[src/sv/imm_pkg.sv]
// Shared types and codes for the integer matrix multiply unit.
package imm_pkg;

    typedef enum logic [1:0] {
        OP_WRITE_A = 2'd0,
        OP_WRITE_B = 2'd1,
        OP_ROW     = 2'd2
    } imm_op_t;

    typedef enum logic [1:0] {
        ST_IDLE,
        ST_FEED,
        ST_DRAIN,
        ST_EMIT
    } imm_state_t;

    typedef struct packed {
        logic valid;
        logic first;
        logic last;
    } imm_ctl_t;

    localparam int unsigned DATA_W = 32;

endpackage

[src/sv/imm_cell.sv]
// One column cell: holds a column of B, multiplies the passing A stream, accumulates.
module imm_cell
    import imm_pkg::*;
#(
    parameter int SIDE  = 16,
    parameter int IDX_W = 4,
    parameter int COL   = 0
)
(
    input  logic                clk,
    input  logic                rst_n,
    input  logic                b_we,
    input  logic [IDX_W-1:0]    b_addr,
    input  logic [IDX_W-1:0]    b_col,
    input  logic [DATA_W-1:0]   b_data,
    input  imm_ctl_t            ctl_in,
    input  logic [IDX_W-1:0]    k_in,
    input  logic [DATA_W-1:0]   a_in,
    output imm_ctl_t            ctl_out,
    output logic [IDX_W-1:0]    k_out,
    output logic [DATA_W-1:0]   a_out,
    input  logic                shift,
    input  logic [DATA_W-1:0]   res_in,
    output logic [DATA_W-1:0]   res_out,
    output logic                done
);

    logic [DATA_W-1:0] bmem [SIDE];
    logic [DATA_W-1:0] b_rd_reg;

    imm_ctl_t           ctl1_reg;
    imm_ctl_t           ctl2_reg;
    logic               done_reg;
    logic [IDX_W-1:0]   k1_reg;
    logic [DATA_W-1:0]  a1_reg;
    logic [DATA_W-1:0]  p_reg;
    logic [DATA_W-1:0]  acc_reg;
    logic [DATA_W-1:0]  acc_next;
    logic [DATA_W-1:0]  res_reg;
    logic [DATA_W-1:0]  res_next;
    logic [2*DATA_W-1:0] full_prod;

    always_ff @(posedge clk)
    begin
        if (b_we && (b_col == IDX_W'(COL)))
        begin
            bmem[b_addr] <= b_data;
        end
        b_rd_reg <= bmem[k_in];
    end

    assign full_prod = a1_reg * b_rd_reg;

    always_comb
    begin
        acc_next = ctl2_reg.first ? p_reg : (acc_reg + p_reg);
        if (ctl2_reg.valid && ctl2_reg.last)
        begin
            res_next = acc_next;
        end
        else if (shift)
        begin
            res_next = res_in;
        end
        else
        begin
            res_next = res_reg;
        end
    end

    always_ff @(posedge clk or negedge rst_n)
    begin
        if (!rst_n)
        begin
            ctl1_reg <= '0;
            ctl2_reg <= '0;
            done_reg <= 1'b0;
        end
        else
        begin
            ctl1_reg <= ctl_in;
            ctl2_reg <= ctl1_reg;
            done_reg <= ctl2_reg.valid && ctl2_reg.last;
        end
    end

    always_ff @(posedge clk)
    begin
        k1_reg  <= k_in;
        a1_reg  <= a_in;
        p_reg   <= full_prod[DATA_W-1:0];
        res_reg <= res_next;
        if (ctl2_reg.valid)
        begin
            acc_reg <= acc_next;
        end
    end

    assign ctl_out = ctl1_reg;
    assign k_out   = k1_reg;
    assign a_out   = a1_reg;
    assign res_out = res_reg;
    assign done    = done_reg;

endmodule

[config.mk]
export PLATFORM = sky130hd
export DESIGN_NAME = imm_cell
export DESIGN_NICKNAME = d
export VERILOG_FILES = /design/src/sv/imm_pkg.sv /design/src/sv/imm_cell.sv
export SDC_FILE = /design/constraint.sdc
export NUM_CORES = 2
export LEC_CHECK = 0
export ABC_AREA = 1
export BUFFER_PORTS_ARGS = -buffer_cell sky130_fd_sc_hd__buf_2
export CORE_MARGIN = 4
export CORE_UTILIZATION = 63
export CTS_CLUSTER_SIZE = 28
export DETAILED_ROUTE_END_ITERATION = 16
export PLACE_DENSITY = 0.81
export SLEW_MARGIN = 20
export SYNTH_ARGS = -nofsm -noshare
export SYNTH_HDL_FRONTEND = slang
export SYNTH_SLANG_ARGS = --single-unit
[constraint.sdc]
create_clock -name clk -period 7.1 [get_ports clk]
set_clock_uncertainty 0.05 [all_clocks]
set_input_delay 0.355 -clock clk [delete_from_list [all_inputs] [get_ports clk]]
set_output_delay 0.355 -clock clk [all_outputs]
set_load 0.05 [all_outputs]
## Yosys cells after proc, flatten, opt, wreduce, memory -nomap -nowiden

Memories as Yosys holds them, arrays and structs flattened. A register that Yosys moved wholly into a read port is not among the register bits.
Index checks and enable logic that the tools add are counted.

- $add $sub $neg: 1
- $mul: 1
- Multiplexer cells: 5
- Reduce and logical (&&, ||, !) cells: 4

Operators with widths:

| kind | count |
|---|---|
| $mux 32 | 3 |
| $add 32x32->32 | 1 |
| $mul 32x32->32 | 1 |
| $logic_not 4->1 | 1 |
| $logic_and 1x1->1 | 2 |
| $mux 1 | 2 |
| $reduce_bool 2->1 | 1 |

- Flip-flop bits (word level): 139
- Bits in writable memories: 512
- Input port bits: 115
- Output and inout bits: 72
- Word-level logic and storage cells: 24
- Memories kept: 1

Memories:

| memory | depth | bits a word | read ports | clocked after memory_dff | wr ports | RTL line | text |
|---|---|---|---|---|---|---|---|
| bmem | 16 | 32 | 1 | 1 | 1 | imm_cell.sv:28 | `logic [DATA_W-1:0] bmem [SIDE];` |

## Depth between registers and ports, before layout

- Depth after elaboration: 4
- Mapped depth: 33

## Worst setup path after synthesis

OpenSTA, ideal clock, no wires.

- Path type: register to register
- Start: register a1_reg[12] (netlist: a_out[12])
- End: register p_reg[26]
- Setup time: 72 ps
- Arrival: 6665 ps
- Setup slack: 313 ps
- Cell stages (with the launch flop): 27
- Path buffers: 2
- Path through: dfxtp_1 clkbuf_1 buf_1 nand2_1 fa_1 inv_1 fa_1 inv_1 fa_1 fa_1 inv_1 fa_1 inv_1 fa_1 fa_1 fa_1 inv_1 ha_1 nand2_1 nor3_2 nand4_1 nand3_2 nand3_1 nand2_1 nand3_1 nand2_1 xor2_1

- Cells in the longest elaborated chain, start to end: 1

RTL lines:

| what | RTL line | text |
|---|---|---|
| start: declaration | imm_cell.sv:35 | `logic [DATA_W-1:0] a1_reg;` |
| start signal: assignment | imm_cell.sv:90 | `a1_reg <= a_in;` |
| $mul 32x32->32 | imm_cell.sv:52 | `assign full_prod = a1_reg * b_rd_reg;` |
| net full_prod[26] | imm_cell.sv:41 | `logic [2*DATA_W-1:0] full_prod;` |
| end signal: assignment | imm_cell.sv:91 | `p_reg <= full_prod[DATA_W-1:0];` |
| end: declaration | imm_cell.sv:36 | `logic [DATA_W-1:0] p_reg;` |

The timed path passes the listed nets, and every way through them passes these cells.
A chain may end at the register's enable or synchronous reset.

## Worst setup path after layout

- Start: register b_rd_reg[10], read port of bmem
- End: register p_reg[31]

- Cells in the longest elaborated chain, start to end: 1

RTL lines:

| what | RTL line | text |
|---|---|---|
| start: declaration | imm_cell.sv:29 | `logic [DATA_W-1:0] b_rd_reg;` |
| $mul 32x32->32 | imm_cell.sv:52 |  |
| net full_prod[31] | imm_cell.sv:41 |  |

The timed path passes the listed nets, and every way through them passes these cells.

==> metrics.md <==
| Metric | Value |
|---|---|
| Reg with most FFs | bmem |
| Wire length per cell | 20.1 um |
| Die W | 272 um |
| Period utilization | 96.1% |
| IO Port Bufs | 186 |
| Setup repair after global routing missed its margin | no |
| CP startpoint kind | flip-flop |
| Area delta synth->final | 11.5% |
| Routed via count | 31371 |
| Global-route wire length before repair | 176 mm |
| Final setup fails | 0 |
| Fin. Hold Viols | 0 |
| Clock Sink Count | 683 |
| Synthesized area per cell | 10.1 um^2 |
| Num CTS Buffers | 73 |
| Most frequent cells in the layout | inv_1, nand2_1, edfxtp_1 |
| # nets final | 5219 |
| Area leader, netlist | edfxtp_1 |
| Delay-heaviest family, CP | adder cells |
| Die area | 0.0741 mm^2 |
| Worst hold path startpoint | k_in[0] |
| I/O pins | 187 |
| Total area of sequential cells | 0.0195 mm^2 |
| Setup ws final | 280 ps |
| Kind of critical path | reg2reg |
| R2r worst-path depth | 22 |
| Hold Path Stages | 1 |
| Drt via density | 5.67 |
| Multi-input logic area | 0.0202 mm^2 |
| CP Cell Sequence | buf_4, nand2_1, inv_1, fa_1, fa_1, fa_1, inv_1, fa_1, inv_1, fa_1, fa_1, fa_1, fa_1, ha_1, a21oi_1, o21ai_0, a21oi_1, o21ai_0, nor2_1, inv_1, nand2_1, nand2_1 |
| DRC | 0 |
| FP Rows | 96 |
| CTS tree | done |
| Cells after Synth | 4337 |
| Synthesized area | 0.0440 mm^2 |
| Synth async-reset ratio | 1.02% |
| Fin. max-slew vios | 0 |
| H-tree Lvls | 3 |
| Most common cell after layout, fill and taps aside | inv_1 |
| Fill cells | 4839 |
| Crit path buffers/inverters | 5 |
| Synth Flop Type | edfxtp_1 |
| Share of cells above drive strength 1 | 9.95% |
| Worst path slowest cell | fa_1 |
| Slew Limit Headroom | 16.9% |
| Critical Path Most Common Cell | fa_1 |
| Yosys reg bits | 683 |
| CTS Root Cell | clkbuf_16 |
| Initial DRC count | 2908 |
| Reg-to-reg startpoint | b_rd_reg[10] |
| Post-layout minimum cycle time | 6820 ps |
| Top cell type's share of synthesized area | 39.4% |
| Yosys cell types | 54 |
| GR Overflow Total | 0 |
| Clock transition at path regs | 60 ps |
| EDFF count, synth | 576 |
| Initial antenna violation count | 5 |
| Iteration count of the initial detailed-routing pass | 5 |
| Vias in the first global route | 32972 |
| Max cap viols | 0 |
| Max stage delay on crit path | 570 ps |
| Worst-Margin Slew | 1250 ps |
| DP Worst Slack | 95.0 ps |
| CP Data Arrival Time | 7290 ps |
| Tot GR Track Use | 30.7% |
| Starting Density | 63.9% |
| Area of the core | 0.0688 mm^2 |
| Crit end category | flip-flop |
| CP Data Required Time | 7570 ps |
| Status | finished clean |
| Height of the die | 272 um |
| Crit path launch | b_rd_reg[10] |
| Largest net degree at the start of global routing | 223 |
| Synth area leaders | edfxtp_1, fa_1, inv_1, nand2_1, dfxtp_1 |
| CP Depth | 22 |
| Routed Antenna Nets | 0 |
| Yosys warnings | 0 |
| Worst-path maximum fanout | 13 |
| Register area share after synthesis | 44.3% |
| Clock buffer depth | 3 |
| Final WL | 111 mm |
| Max reg flops | 512 |
| Fmax | 0.147 GHz |
| Post-DP HPWL | 76.2 mm |
| RePlAce Congestion | 0.941 |
| HP Class | in2reg |
| Clk_lat worst skew | 650 ps |
| Syn_nets | 5015 |
-- Yosys cell counts, drive strengths merged, types with 6 or more instances --
cell    number
ha         154
a31oi       23
or2         10
nand4       20
xnor2       15
o21bai       6
buf         79
inv        916
a21oi      204
fa         409
a21o         8
edfxtp     576
mux2i      128
nand2      915
nand3      133
clkbuf     129
o21a         8
o21ai      202
o211ai     132
nor2       101
xor2        24
dfxtp      100
dfrtp        7
nor3         9
nand3b       9
-- repair_timing --
item,CTS,global route
resized for setup,0,22
buffers inserted,0,0
hold endpoints to repair,183,0
hold buffers,64,0
endpoints found under the setup margin,0,7
-- kinds of logic after synthesis --
logic type	share of synthesized area [%]
AND/OR/NAND/NOR	11.1
buffers and inverters	9.91
flip-flops	44.3
AO/OA/AOI/OAI	7.99
adder cells (fa/ha/maj)	23.0
multiplexers	2.92
XOR/XNOR	0.777
-- per-layer routing --
layer	up-vias	part of all wire (%)	track usage, %
met2	1399	50	53.0
met5	-	0.022	0
met4	4	6.4	17.2
li1	14255	-	-
met1	15330	36	37.5
met3	383	7.1	4.20
-- per-stage QoR --
stage	instance area (um^2)	utilization, %	instances	setup TNS (ps)	hold slack [ps]
final	49000	71.2	5530	0	32.6
after global routing	49000	71.2	5527	0	19.8
after CTS	49000	71.1	5526	0	1.26
after detailed placement	46000	66.8	5333	0	141
after global placement	46000	66.8	5333	-45.5	142
after floorplan	44000	-	4337	0	9.41
-- final timing paths --
| kind | to | slack (ps) |
|---|---|---|
| worst min register to register | ctl2_reg[2] | 330 |
| worst min-delay path | k_out[0] | 30 |
| worst max-delay path | p_reg[31] | 280 |
| worst max register to register | p_reg[31] | 280 |
| min in group asynchronous | ctl2_reg[0] | 60 |
| max in group asynchronous | ctl_out[0] | 6780 |
-- cell type report --
class / count / share of cell area [%]
multi-input combinational: 2529 / 41.3
sequential: 683 / 39.8
inverter: 917 / 7.03
timing repair buffer: 337 / 4.62
clock buffer: 88 / 3.86
tap: 931 / 2.38
clock inverter: 41 / 0.970
antenna: 4 / 0.0204
Power is not shown: default switching activity piles up to over one toggle a cycle in this logic, so the estimate is an artifact.
